===== config.mk =====
export PLATFORM = sky130hd
export DESIGN_NAME = tmw_ctrl
export DESIGN_NICKNAME = d
export VERILOG_FILES = /design/src/rtl/tmw_pkg.sv /design/src/rtl/tmw_ctrl.sv
export SDC_FILE = /design/constraint.sdc
export NUM_CORES = 1
export LEC_CHECK = 0
export ABC_CLOCK_PERIOD_IN_PS = 3400
export BUFFER_PORTS_ARGS = -buffer_cell sky130_fd_sc_hd__buf_2
export CORE_AREA = 2 2 39 41
export CTS_CLUSTER_SIZE = 8
export DETAILED_ROUTE_END_ITERATION = 8
export DIE_AREA = 0 0 41 43
export PLACE_DENSITY = 0.65
export SETUP_SLACK_MARGIN = 0.15
export SYNTH_ARGS = -nofsm -noshare
export SYNTH_HDL_FRONTEND = slang
export SYNTH_SLANG_ARGS = --single-unit
export TNS_END_PERCENT = 10

===== constraint.sdc =====
create_clock -name clk -period 3.4 [get_ports clk]
set_input_delay 0.17 -clock clk [delete_from_list [all_inputs] [get_ports clk]]
set_output_delay 0.17 -clock clk [all_outputs]
set_load 0.01 [all_outputs]

===== src/rtl/tmw_pkg.sv =====
// Package for the text-mode terminal writer.
// Holds the screen geometry, operation and character codes, and the
// command and status types shared by the controller and the datapath.
package tmw_pkg;

  localparam int COLUMNS      = 80;
  localparam int ROWS         = 25;
  localparam int CELL_COUNT   = COLUMNS * ROWS;
  localparam int SCROLL_CELLS = COLUMNS * (ROWS - 1);
  localparam int COL_W        = $clog2(COLUMNS);
  localparam int ROW_W        = $clog2(ROWS);
  localparam int ADDR_W       = $clog2(CELL_COUNT);

  localparam logic [2:0] OP_PUT_CHAR   = 3'd0;
  localparam logic [2:0] OP_SET_CURSOR = 3'd1;
  localparam logic [2:0] OP_PUT_CELL   = 3'd2;
  localparam logic [2:0] OP_CLEAR      = 3'd3;
  localparam logic [2:0] OP_READ_CELL  = 3'd4;

  localparam logic [7:0] CH_BS      = 8'h08;
  localparam logic [7:0] CH_TAB     = 8'h09;
  localparam logic [7:0] CH_LF      = 8'h0A;
  localparam logic [7:0] CH_CR      = 8'h0D;
  localparam logic [7:0] CH_SPACE   = 8'h20;
  localparam logic [7:0] RESET_ATTR = 8'h07;

  typedef logic [ADDR_W-1:0] addr_t;
  typedef logic [15:0]       cell_t;

  typedef struct packed {
    logic load_item;
    logic exec;
    logic init_wr;
    logic fill_wr;
    logic copy_rd;
    logic copy_wr;
    logic idx_clr;
    logic idx_blank;
    logic idx_inc;
    logic out_load;
  } tmw_cmd_t;

  typedef struct packed {
    logic [2:0] op;
    logic       scroll_need;
    logic       idx_last;
    logic       copy_last;
    logic       out_free;
  } tmw_stat_t;

  function automatic addr_t cell_addr(input logic [6:0] col, input logic [5:0] row);
    return ADDR_W'(int'(row) * COLUMNS + int'(col));
  endfunction

  function automatic logic [10:0] lin11(input logic [ROW_W-1:0] row,
                                        input logic [COL_W-1:0] col);
    return 11'(int'(row) * COLUMNS + int'(col));
  endfunction

endpackage


===== src/rtl/tmw_ctrl.sv =====
// Controller state machine of the terminal writer.
// Sequences item decode, store sweeps and result transfer; uses tmw_pkg.
module tmw_ctrl (
  input  logic               clk,
  input  logic               rst_n,
  input  logic               in_valid,
  output logic               in_ready,
  input  tmw_pkg::tmw_stat_t stat,
  output tmw_pkg::tmw_cmd_t  cmd
);

  localparam logic [3:0] S_INIT   = 4'd0;
  localparam logic [3:0] S_IDLE   = 4'd1;
  localparam logic [3:0] S_EXEC   = 4'd2;
  localparam logic [3:0] S_RDWAIT = 4'd3;
  localparam logic [3:0] S_SC_RD  = 4'd4;
  localparam logic [3:0] S_SC_WR  = 4'd5;
  localparam logic [3:0] S_BLANK  = 4'd6;
  localparam logic [3:0] S_CLEAR  = 4'd7;
  localparam logic [3:0] S_DONE   = 4'd8;

  logic [3:0] state_r;
  logic [3:0] state_nxt;

  assign in_ready = (state_r == S_IDLE);

  always_comb begin
    state_nxt = state_r;
    cmd       = '0;
    case (state_r)
      S_INIT: begin
        cmd.init_wr = 1'b1;
        cmd.idx_inc = 1'b1;
        if (stat.idx_last) begin
          state_nxt = S_IDLE;
        end
      end
      S_IDLE: begin
        if (in_valid) begin
          cmd.load_item = 1'b1;
          state_nxt     = S_EXEC;
        end
      end
      S_EXEC: begin
        cmd.exec = 1'b1;
        if (stat.op == tmw_pkg::OP_PUT_CHAR && stat.scroll_need) begin
          cmd.idx_clr = 1'b1;
          state_nxt   = S_SC_RD;
        end else if (stat.op == tmw_pkg::OP_CLEAR) begin
          cmd.idx_clr = 1'b1;
          state_nxt   = S_CLEAR;
        end else if (stat.op == tmw_pkg::OP_READ_CELL) begin
          state_nxt = S_RDWAIT;
        end else if (stat.out_free) begin
          cmd.out_load = 1'b1;
          state_nxt    = S_IDLE;
        end else begin
          state_nxt = S_DONE;
        end
      end
      S_RDWAIT: begin
        if (stat.out_free) begin
          cmd.out_load = 1'b1;
          state_nxt    = S_IDLE;
        end else begin
          state_nxt = S_DONE;
        end
      end
      S_SC_RD: begin
        cmd.copy_rd = 1'b1;
        state_nxt   = S_SC_WR;
      end
      S_SC_WR: begin
        cmd.copy_wr = 1'b1;
        if (stat.copy_last) begin
          cmd.idx_blank = 1'b1;
          state_nxt     = S_BLANK;
        end else begin
          cmd.idx_inc = 1'b1;
          state_nxt   = S_SC_RD;
        end
      end
      S_BLANK, S_CLEAR: begin
        cmd.fill_wr = 1'b1;
        cmd.idx_inc = 1'b1;
        if (stat.idx_last) begin
          state_nxt = S_DONE;
        end
      end
      S_DONE: begin
        if (stat.out_free) begin
          cmd.out_load = 1'b1;
          state_nxt    = S_IDLE;
        end
      end
      default: begin
        state_nxt = S_IDLE;
      end
    endcase
  end

  always_ff @(posedge clk) begin
    if (!rst_n) begin
      state_r <= S_INIT;
    end else begin
      state_r <= state_nxt;
    end
  end

endmodule


# Word-level counts from Yosys, hierarchy flattened
# Index checks and enable logic that the tools add are counted.
# totals
ff_bits	4
latch_bits	0
mem_bits_rw	0
romBits	0
in_bits	10
output_inout_bits	11
elab_cells	51
memories	0
# op_classes
addsub	0
n_mul	0
div_mod_pow	0
order_cmp	0
n_eq_ne	14
n_shift	0
n_mux	29
bitwise_logic	0
reduce_logical	7
# op_table
cell	n
4-bit two-way mux	8
4-bit one-hot mux with 8 select lines	1
1-bit two-way mux	17
4-bit by 3-bit equality test with 1-bit output (second input constant)	4
4-bit by 2-bit equality test with 1-bit output (second input constant)	2
2-bit inequality test (second input constant)	4
4-bit by 1-bit equality test with 1-bit output (second input constant)	1
4-bit equality test (second input constant)	1
4-bit zero test	1
1-bit one-hot mux with 2 select lines	2
4-bit AND reduction	1
2-bit OR reduction	2
3-bit by 2-bit equality test with 1-bit output (second input constant)	1
3-bit equality test (second input constant)	1
3-bit zero test	1
3-bit OR reduction	1
2-bit two-way mux	1
1-bit logical AND	1

# Longest topological paths before layout
# Gate-level depths: netlist of the first run.
# logic_depth
word_depth	5
depth_mapped	5
depth_no_buf	4

# Worst setup path after synthesis of the first run
# Ideal clock, no wire load.
# synth_timing
kind	reg2out
start	reg state_r[1]
end	out cmd[0] (netlist bit)
arrival_time_ps	1290
required_ps	3230
slack_ps	1940
stages_incl_launch_ff	4
n_path_buf	0
path_cell_list	dfxtp_1 or2b_1 o32a_1 nor3b_1
# synth_rtl
item	line_no	source
from (decl)	tmw_ctrl.sv:22	logic [3:0] state_r;
from (signal assigned)	tmw_ctrl.sv:106	state_r <= state_nxt;
to (decl)	tmw_ctrl.sv:9	output tmw_pkg::tmw_cmd_t cmd

==> impl_results.md, run 1 <==
* Outcome: finished, final reports clean
* Post-synth top area share at between 10% and 20%
* Drt first pass iters at 4
* Port Buffer Count at 20
* Met2 Usage GRT at between 20% and 30%
* Pre-CTS setup slack at 1720 ps
* Worst path required time at 3230 ps
* Placer Congestion at 0.785
* Die width at 41 um
* Actual slew at the worst max-slew pin at a little over 500 ps
* CP Class: register to output pin
* Top flop regs: state_r x4
* Most used DFF post-synth: dfxtp_1
* Synth Cell Area at 459 um^2
* GR Util met3 at 6.28%
* Final Slew Violations at 0
* Clk network pwr share at around 27%
* Lkg Pwr at 0.260 nW
* Synth Area per Inst at 7.17 um^2
* Syn nets at 74
* Worst EP arrival at ~1800 ps
* Logic pwr share at 41.9%
* Slew headroom at 66.1%
* DRC Markers at 0
* Endpoints failing setup at 0
* Max reg flops at 4
* Biggest area consumer among synthesized cells: dfxtp_1
* Worst Setup Start Kind: register
* Post-DP HPWL at 858 um
* Nets at 95
* Gate Count Post-Synth at 64
* Die Area at 0.00176 mm^2
* Worst-path fanout max at 16
* Setup Skew at 7.12 ps
* Vias per cell at around 5.5
* Crit end category: output pin
* Synthesis-to-finish area growth at 27.5%
* Post-CTS sizing at 0
* Clock Tree Root: clkbuf_4
* Maximum clock rate at 512 MHz
* Drt total wl at 1160 um
* Min Tclk post-route at 1950 ps
* Filler Cell Count at 154
* Vias in the first global route at 416
* RSZ-0062 raised after global routing: no
* VDD IR-drop max at approximately 0.21 mV
* #FFs+latches synth at 4
* CTS tree: yes
* Ports at 21
* NetSw at a little over 0.00008 W
* Setup ws final at about 1400 ps
* Cell Count, Final, Fillers Out at 99
* Met1 usage at about a fifth
* Synth warnings at 0
* Placed Instances at 96
* Ratio of cells with drive above 1 in the final layout at between 30% and 40%
* EDFF count, synth at 0
* Max cap viols at 0
* Async SR Flop Fraction at 0%
* Clock transition at path regs at 40 ps
* H-tree levels at 1
* Clock buffer depth at 2
* Post-route ant nets at 0
* Antenna cell count at 0
* Fin Setup TNS at 0 ps
* Crit share post-route at 57.4%
* Grt total ovfl at 0
* First-pass GRT wire length at about 1700 um
* Commonest non-fill, non-tap cells in the layout: buf_2, nor2_1, nand2_1
* Drt wl/cell at 11.7 um
* Vias at 547
* Sequential share of power at 31.3%
* Largest Register: state_r
* Largest cells by area after synthesis: dfxtp_1, nor3b_1, and2_1
* Clk sinks at 4
* Final hold viol count at 0
* PwrDens at 377 mW/mm^2
* Yosys cell types at 34
* Rows at 14
* Worst hold margin at around 180 ps
* Overall routing resource usage at between 10% and 20%
* Core area at 0.00138 mm^2
* Clock Latency Late Sink at 240 ps
* Register area share after synthesis at 17.4%
* Largest net degree at the start of global routing at 18
* Worst Hold Class: input pin to register
* TritonCTS Buffers at 3
* Busiest grt layer: met1
* Post-CTS Hold Fix Bufs at 0
* Internal power at 0.000140 W
* Starting Density at between 30% and 40%
* Commonest non-fill, non-tap cell in the layout: buf_2
* First DRT Iteration DRCs at 6
* Post-CTS Setup Inserts at 0
* Initial antenna violation count at 0
* Net Sw Frac at 36.6%
* DIE HEIGHT at between 40 and 50 um
[metal layers]
metal | share of wire (%) | wire length (um)
met1 | 49 | 571
met3 | 7.4 | 86
met2 | 43 | 501
met4 | 0 | 0
met5 | 0 | 0
[critical path, cell delays in order (launching register included)]
cell     delay (ps)
dfxtp_1         590
or2b_1          280
o32a_1          360
nor3b_1         160
buf_2           150
[path summary, 6_finish.rpt]
kind	from	depth (start not counted)	slack [ps]	to
hold / removal	rst_n	2	180	state_r[2]
setup reg to reg	state_r[1]	3	1710	state_r[0]
hold reg to reg	state_r[2]	2	660	state_r[3]
setup / recovery	state_r[1]	4	1450	cmd[0]
[per-stage QoR]
stage	power (W)	area, um^2	util [%]
6_report	0.000221	586	42.3
4_1_cts	0.000222	586	42.3
3_5_place_dp	0.000160	563	40.7
5_1_grt	0.000238	586	42.3
2_1_floorplan	0.000131	459	-
3_3_place_gp	0.000160	563	40.7
[cell type report]
type,instances,area (um^2),area share [%]
inverters,4,15.0,2.56
well taps,16,20.0,3.42
repair buffers,20,100,17.1
clock buffers,3,22.5,3.85
flip-flops and latches,4,80.1,13.7
multi-input cells,52,348,59.4
[kinds of logic after synthesis]
| family | count (synthesis) | synth area share (%) |
|---|---|---|
| and+or+nand+nor | 32 | 43.3 |
| AOI/OAI and AO/OA | 20 | 32.4 |
| buffers and inverters | 8 | 6.81 |
| DFF | 4 | 17.4 |
[cell usage after synthesis (2+ instances only)]
cell      instances
nand2_1           5
nor2_1            5
dfxtp_1           4
inv_1             4
a21oi_1           3
and2_1            3
clkbuf_1          3
nor3b_1           3
o21ai_0           3
a211oi_1          2
and3_1            2
nor2b_1           2
nor4_1            2
nor4b_1           2
o21a_1            2
[power by group through the flow]
stage	registers, W	clock network (W)	logic [W]
after floorplan	0.0000581	0	0.0000728
after global placement	0.0000683	0	0.0000912
after detailed placement	0.0000690	0	0.0000914
after CTS	0.0000685	0.0000612	0.0000920
after global routing	0.0000707	0.0000644	0.000103
final	0.0000690	0.0000592	0.0000926
(Power assumes the default switching activity.)
==> inputs of run 2 (changes only) <==
--- a/config.mk
+++ b/config.mk
@@ -5,7 +5,7 @@
 export SDC_FILE = /design/constraint.sdc
 export NUM_CORES = 1
 export LEC_CHECK = 0
-export ABC_CLOCK_PERIOD_IN_PS = 3400
+export ABC_CLOCK_PERIOD_IN_PS = 1950
 export BUFFER_PORTS_ARGS = -buffer_cell sky130_fd_sc_hd__buf_2
 export CORE_AREA = 2 2 39 41
 export CTS_CLUSTER_SIZE = 8
==> constraint.sdc (replaced) <==
create_clock -name clk -period 1.95 [get_ports clk]
set_input_delay 0.0975 -clock clk [delete_from_list [all_inputs] [get_ports clk]]
set_output_delay 0.0975 -clock clk [all_outputs]
set_load 0.01 [all_outputs]
==> run 2 against run 1 <==
  * Critical endpoint is now cmd[3]
  * Largest power group unchanged
  * Combinational power rose by 79%
  * Sequential power increased by 74%
  * Clock power grew 84%
  * Critical path type unchanged
  * Sequential share of layout area is 0.20 points higher
  * Highest routed layer is now met4
  * Via count increased by 4.4%
  * Routed wire length is 9.9% higher
  * Hold slack worse by 76 ps
  * Die area unchanged
==> impl_results.md, run 2 (synthesis results as in run 1) <==
* Crit-path cells: nor2b_1 -> nand2_1 -> a211oi_1 -> buf_2 (was or2b_1 -> o32a_1 -> nor3b_1 -> buf_2)
* Ports at 21 (unchanged)
* Lkg Pwr at 0.278 nW (was 0.260 nW)
* Crit share post-route at 86.7%
* Cell Area, Placed at 571 um^2 (was 563 um^2)
* Post-DP HPWL at 900 um (was 858 um)
* Worst Setup Start Kind: register (unchanged)
* Antenna cell count at 0 (unchanged)
* Worst path required time at 1850 ps (was 3230 ps)
* Slew headroom at 66.5% (was 66.1%)
* TritonCTS Buffers at 3 (unchanged)
* Vias in the first global route at 456 (was 416)
* Placer Congestion at 0.779 (was 0.785)
* Worst-path fanout max at 14 (was 16)
* Grt total ovfl at 0 (unchanged)
* Vias per cell at 5.60 (was 5.53)
* Fin Setup TNS at 0 ps (unchanged)
* H-tree levels at 1 (unchanged)
* Worst Hold Depth at 2 (unchanged)
* Drt first pass iters at 4 (unchanged)
* Drt total wl at 1270 um (was 1160 um)
* Commonest non-fill, non-tap cells in the layout: buf_2, nor2_1, nand2_1 (unchanged)
* Clock Latency Late Sink at 250 ps (was 240 ps)
* Largest net degree at the start of global routing at 18 (unchanged)
* PwrDens at 645 mW/mm^2 (was 377 mW/mm^2)
* Worst Hold Class: input pin to register (unchanged)
* Core area at 0.00138 mm^2 (unchanged)
* Drt wl/cell at 12.5 um (was 11.7 um)
* CP peak stage delay at 410 ps (was 590 ps)
* Initial antenna violation count at 0 (unchanged)
* Nets at 98 (was 95)
* Synthesis-to-finish area growth at 33.5% (was 27.5%)
* Final hold viol count at 0 (unchanged)
* Overall routing resource usage at 16.1% (was 14.2%)
* Vias at 571 (was 547)
* DRC Markers at 0 (unchanged)
* First-pass GRT wire length at 1950 um (was 1750 um)
* Clock buffer depth at 2 (unchanged)
* CP Class: register to output pin (unchanged)
* Filler Cell Count at 155 (was 154)
* Min Tclk post-route at roughly 1700 ps
* R2R depth at 4 (was 3)
* Outcome: finished, final reports clean (unchanged)
* First DRT Iteration DRCs at 6 (unchanged)
* Cell Count, Final, Fillers Out at 102 (was 99)
* Rows at 14 (unchanged)
* Clk sinks at 4 (unchanged)
* CTS tree: yes (unchanged)
* Commonest non-fill, non-tap cell in the layout: buf_2 (unchanged)
* Worst hold margin at 103 ps (was 179 ps)
* Top flop regs: state_r x4 (unchanged)
* Setup Skew at 11.0 ps (was 7.12 ps)
* Max reg flops at 4 (unchanged)
* Post-route ant nets at 0 (unchanged)
* Worst EP arrival at 1590 ps (was 1780 ps)
* Clock transition at path regs at 30 ps (was 40 ps)
* Endpoints failing setup at 0 (unchanged)
* Die width at 41 um (unchanged)
* Starting Density at 33.2% (unchanged)
* Port Buffer Count at 20 (unchanged)
* DIE HEIGHT at 43 um (unchanged)
* Maximum clock rate at 592 MHz
* Actual slew at the worst max-slew pin at 501 ps (was 507 ps)
* Final Slew Violations at 0 (unchanged)
* Crit end category: output pin (unchanged)
* Max cap viols at 0 (unchanged)
* Critical Path Slowest Stage Cell: dfxtp_4 (was dfxtp_1)
* Design area at 613 um^2 (was 586 um^2)
* Placed Instances at 97 (was 96)
* Post-CTS Hold Fix Bufs at 0 (unchanged)
* RSZ-0062 raised after global routing: no (unchanged)
* Clock Tree Root: clkbuf_4 (unchanged)
* Largest Register: state_r (unchanged)
* Ratio of cells with drive above 1 in the final layout at 36.0% (was 31.3%)
* Die Area at 0.00176 mm^2 (unchanged)
* VDD IR-drop max at 0.414 mV (was 0.208 mV)
==> run 2: cell count changes in the layout (fill, tap and decap cells not counted) <==
cell,change
dfxtp_4,+1
buf_4,+3
dfxtp_2,+1
dfxtp_1,-2
==> run 2: critical path: cells and delay by family (launching register included) <==
kind | cells | cell delay, ps
flops | 1 | 410
buf+inv | 1 | 210
simple gates | 2 | 390
compound gates | 1 | 340
==> run 2: final cells by class <==
type / instances / area [um^2] / area share (%)
Multi-Input combinational cell: 52 / 348 / 56.7
Timing Repair Buffer: 23 / 123 / 20.0
Sequential cell: 4 / 85.1 / 13.9
Clock buffer: 3 / 22.5 / 3.67
Tap cell: 16 / 20.0 / 3.27
Inverter: 4 / 15.0 / 2.45
==> run 2: timing repair <==
action	CTS	global route
resized for setup	1	2
buffers inserted	0	2
setup endpoints to repair	2	2
==> run 2: through the flow <==
stage	setup WS (ps)	utilization [%]	total power, W
floorplan	540	-	0.000228
global placement	336	41.2	0.000278
detailed placement	300	41.2	0.000281
CTS	171	42.9	0.000396
global route	167	44.3	0.000430
finish	260	44.3	0.000395
==> run 2: worst paths after layout <==
kind,to,startpoint,slack [ps]
max,cmd[3],state_r[1],260
min reg2reg,state_r[1],state_r[1],700
min,state_r[2],rst_n,100
max reg2reg,state_r[0],state_r[0],370
==> run 2: report_power, final <==
group | total [W] | internal (W) | switching (W)
clock | 0.000109 | 0.0000692 | 0.0000402
combinational | 0.000166 | 0.0000894 | 0.0000767
sequential | 0.000120 | 0.0000903 | 0.0000295
==> run 2: layer usage <==
metal | track usage (%) | up-vias | routed length [um]
met5 | 0 | - | 0
met1 | 21.5 | 251 | 603
met3 | 3.66 | 4 | 95
met2 | 22.5 | 26 | 537
li1 | - | 290 | -
met4 | 9.33 | 0 | 37
==> inputs of run 3 (changes only) <==
--- a/config.mk
+++ b/config.mk
@@ -5,6 +5,7 @@
 export SDC_FILE = /design/constraint.sdc
 export NUM_CORES = 1
 export LEC_CHECK = 0
+export ABC_AREA = 1
 export ABC_CLOCK_PERIOD_IN_PS = 1950
 export BUFFER_PORTS_ARGS = -buffer_cell sky130_fd_sc_hd__buf_2
 export CORE_AREA = 2 2 39 41
==> run 3 against run 2 <==
  * Global-route usage grew 0.43 points
  * Via count shrank 1.2%
  * Count of clock-buffer cells in the layout is the same
  * Combinational power grew 43%
  * Utilization shrank 0.54 points
  * Flip-flop and latch count is the same
  * Cell area shrank 1.2%
  * Cell count grew 21%
  * Routed wire length shrank 8.9%
  * First-iteration DRC count grew 130%
  * Synthesized cell count grew 31%
  * Critical endpoint is now cmd[0]
  * Largest cell class unchanged
  * Largest power group unchanged
==> impl_results.md, run 3 <==
* Largest Register: state_r (unchanged)
* Crit end category: output pin (unchanged)
* EDFF count, synth at 0 (unchanged)
* Worst path required time at 1850 ps (about the same)
* Die Area at 0.00176 mm^2 (unchanged)
* Drt total wl at 1160 um (was 1270 um)
* H-tree levels at 1 (unchanged)
* Slew headroom at 79.9% (was 66.5%)
* Setup ws final at 415 ps (was 260 ps)
* Ports at 21 (unchanged)
* Commonest non-fill, non-tap cells in the layout: nand2_1, buf_2, inv_1 (was buf_2, nor2_1, nand2_1)
* Synth Area per Inst at 5.51 um^2 (was 7.17 um^2)
* Pre-CTS setup slack at 664 ps (was 300 ps)
* Clk sinks at 4 (unchanged)
* Worst Hold Class: input pin to register (unchanged)
* Worst Setup Start Kind: register (unchanged)
* Actual slew at the worst max-slew pin at 301 ps (was 501 ps)
* Post-synth top area share at 17.3% (was 17.4%)
* Final Slew Violations at 0 (unchanged)
* Setup Skew at 6.62 ps (was 11.0 ps)
* Synthesis-to-finish area growth at 30.8% (was 33.5%)
* Overall routing resource usage at 16.5% (was 16.1%)
* Die width at 41 um (unchanged)
* Nets at 119 (was 98)
* CTS tree: yes (unchanged)
* Largest cells by area after synthesis: dfxtp_1, nand2_1, inv_1 (was dfxtp_1, nor3b_1, and2_1)
* Post-CTS Setup Inserts at 0 (unchanged)
* Post-DP HPWL at 954 um (was 900 um)
* Vias in the first global route at 489 (was 456)
* Lkg Pwr at 0.396 nW (was 0.278 nW)
* Starting Density at 33.5% (was 33.2%)
* Clock transition at path regs at 40 ps (was 30 ps)
* Synth top cells by count: nand2_1, inv_1, nor2_1, nand3_1, inv_2 (was nand2_1, nor2_1, dfxtp_1, inv_1)
* Async SR Flop Fraction at 0% (unchanged)
* Finished Core Util at 43.8% (was 44.3%)
* Drt first pass iters at 4 (unchanged)
* DIE HEIGHT at 43 um (unchanged)
* Most used DFF post-synth: dfxtp_1 (unchanged)
* Ratio of cells with drive above 1 in the final layout at 36.4% (was 36.0%)
* Grt total ovfl at 0 (unchanged)
* VDD IR-drop max at 0.536 mV (was 0.414 mV)
* Biggest area consumer among synthesized cells: dfxtp_1 (unchanged)
* Yosys cell types at 16 (was 34)
* Vias per cell at 4.59 (was 5.60)
* CP Class: register to output pin (unchanged)
* Post-CTS Hold Fix Bufs at 0 (unchanged)
* Syn nets at 94 (was 74)
* #FFs+latches synth at 4 (unchanged)
* Worst EP arrival at 1440 ps (was 1590 ps)
* First DRT Iteration DRCs at 14 (was 6)
* Post-route ant nets at 0 (unchanged)
* PwrDens at 759 mW/mm^2 (was 645 mW/mm^2)
* Tot Pwr at 0.000460 W (was 0.000395 W)
* Min Tclk post-route at 1540 ps (was 1690 ps)
* Placer Congestion at 0.850 (was 0.779)
* Endpoints failing setup at 0 (unchanged)
* Register area share after synthesis at 17.3% (was 17.4%)
* Crit share post-route at 78.7% (was 86.7%)
* Worst-path fanout max at 7 (was 14)
* Maximum clock rate at 651 MHz (was 592 MHz)
* Vias at 564 (was 571)
* Gate Count Post-Synth at 84 (was 64)
* Worst hold margin at 74.0 ps (was 103 ps)
* TritonCTS Buffers at 3 (unchanged)
* Rows at 14 (unchanged)
* Post-CTS sizing at 0 (was 1)
* Top flop regs: state_r x4 (unchanged)
* Clock Tree Root: clkbuf_4 (unchanged)
* Antenna cell count at 0 (unchanged)
* Clock buffer depth at 2 (unchanged)
* DRC Markers at 0 (unchanged)
* First-pass GRT wire length at 2010 um (was 1950 um)
* Core area at 0.00138 mm^2 (unchanged)
* Synth warnings at 0 (unchanged)
* Drt wl/cell at 9.44 um (was 12.5 um)
* Outcome: finished, final reports clean (unchanged)
* RSZ-0062 raised after global routing: no (unchanged)
* Port Buffer Count at 20 (unchanged)
* Final hold viol count at 0 (unchanged)
* Clock Latency Late Sink at 240 ps (was 250 ps)
* Largest net degree at the start of global routing at 8 (was 18)
* Max cap viols at 0 (unchanged)
* Max reg flops at 4 (unchanged)
* Initial antenna violation count at 0 (unchanged)
* Fin Setup TNS at 0 ps (unchanged)
* Top-count cell post-synth: nand2_1
* Synth Cell Area at 463 um^2 (was 459 um^2)
* Filler Cell Count at 154 (was 155)
run 3: cell types whose count changed in the layout (fill, tap and decap cells not counted), sizes merged, moves of 3 or more:
cell    change
a211oi      -3
and2        -3
and3        -3
buf         -3
inv        +19
nand2      +18
nand3       +9
nor2       +10
nor3b       -3
run 3: kinds of logic after synthesis:
kind of cell	after synthesis	synth area share, %
simple gates	51	56.5
flops	4	17.3
buf+inv	23	18.7
compound gates	6	7.57
run 3: path summary, 6_finish.rpt:
kind / startpoint / to / slack, ps / cells after the start
worst max-delay path: state_r[3] / cmd[0] / 410 / 8
worst min-delay path: rst_n / state_r[2] / 70 / 3
worst max register to register: state_r[0] / state_r[0] / 680 / 7
worst min register to register: state_r[0] / state_r[0] / 620 / 2
run 3: cell type report:
cell class	instances	area, um^2	area share [%]
multi-input cells	57	297	49.0
repair buffers	20	100	16.5
inverters	23	86.3	14.3
flip-flops and latches	4	80.1	13.2
clock buffers	3	22.5	3.72
well taps	16	20.0	3.31
run 3: power by group:
group | internal, W | switching (W) | leakage [nW]
logic | 0.0000909 | 0.000146 | 0.350
clock network | 0.0000688 | 0.0000339 | 0.0138
registers | 0.0000946 | 0.0000255 | 0.0326
total | 0.000254 | 0.000205 | 0.396
run 3: metal layers:
metal | global-route usage, % | routed length (um) | vias up
li1 | - | - | 303
met4 | 2.00 | 0 | 0
met5 | 0 | 0 | -
met2 | 24.1 | 561 | 12
met1 | 23.3 | 547 | 249
met3 | 6.28 | 52 | 0
run 3: worst max-delay path, cell delays in order (launching register included):
cell	delay, ps
dfxtp_1	370
nor2_4	220
nand3_2	110
nor2_2	140
nand3_1	80
nand2_1	60
nand2_1	40
nand2_1	40
buf_2	120
run 3: through the flow:
stage	instances	instance area, um^2
after floorplan	84	463
after global placement	120	583
after detailed placement	120	583
after CTS	123	606
after global routing	123	606
final	123	606
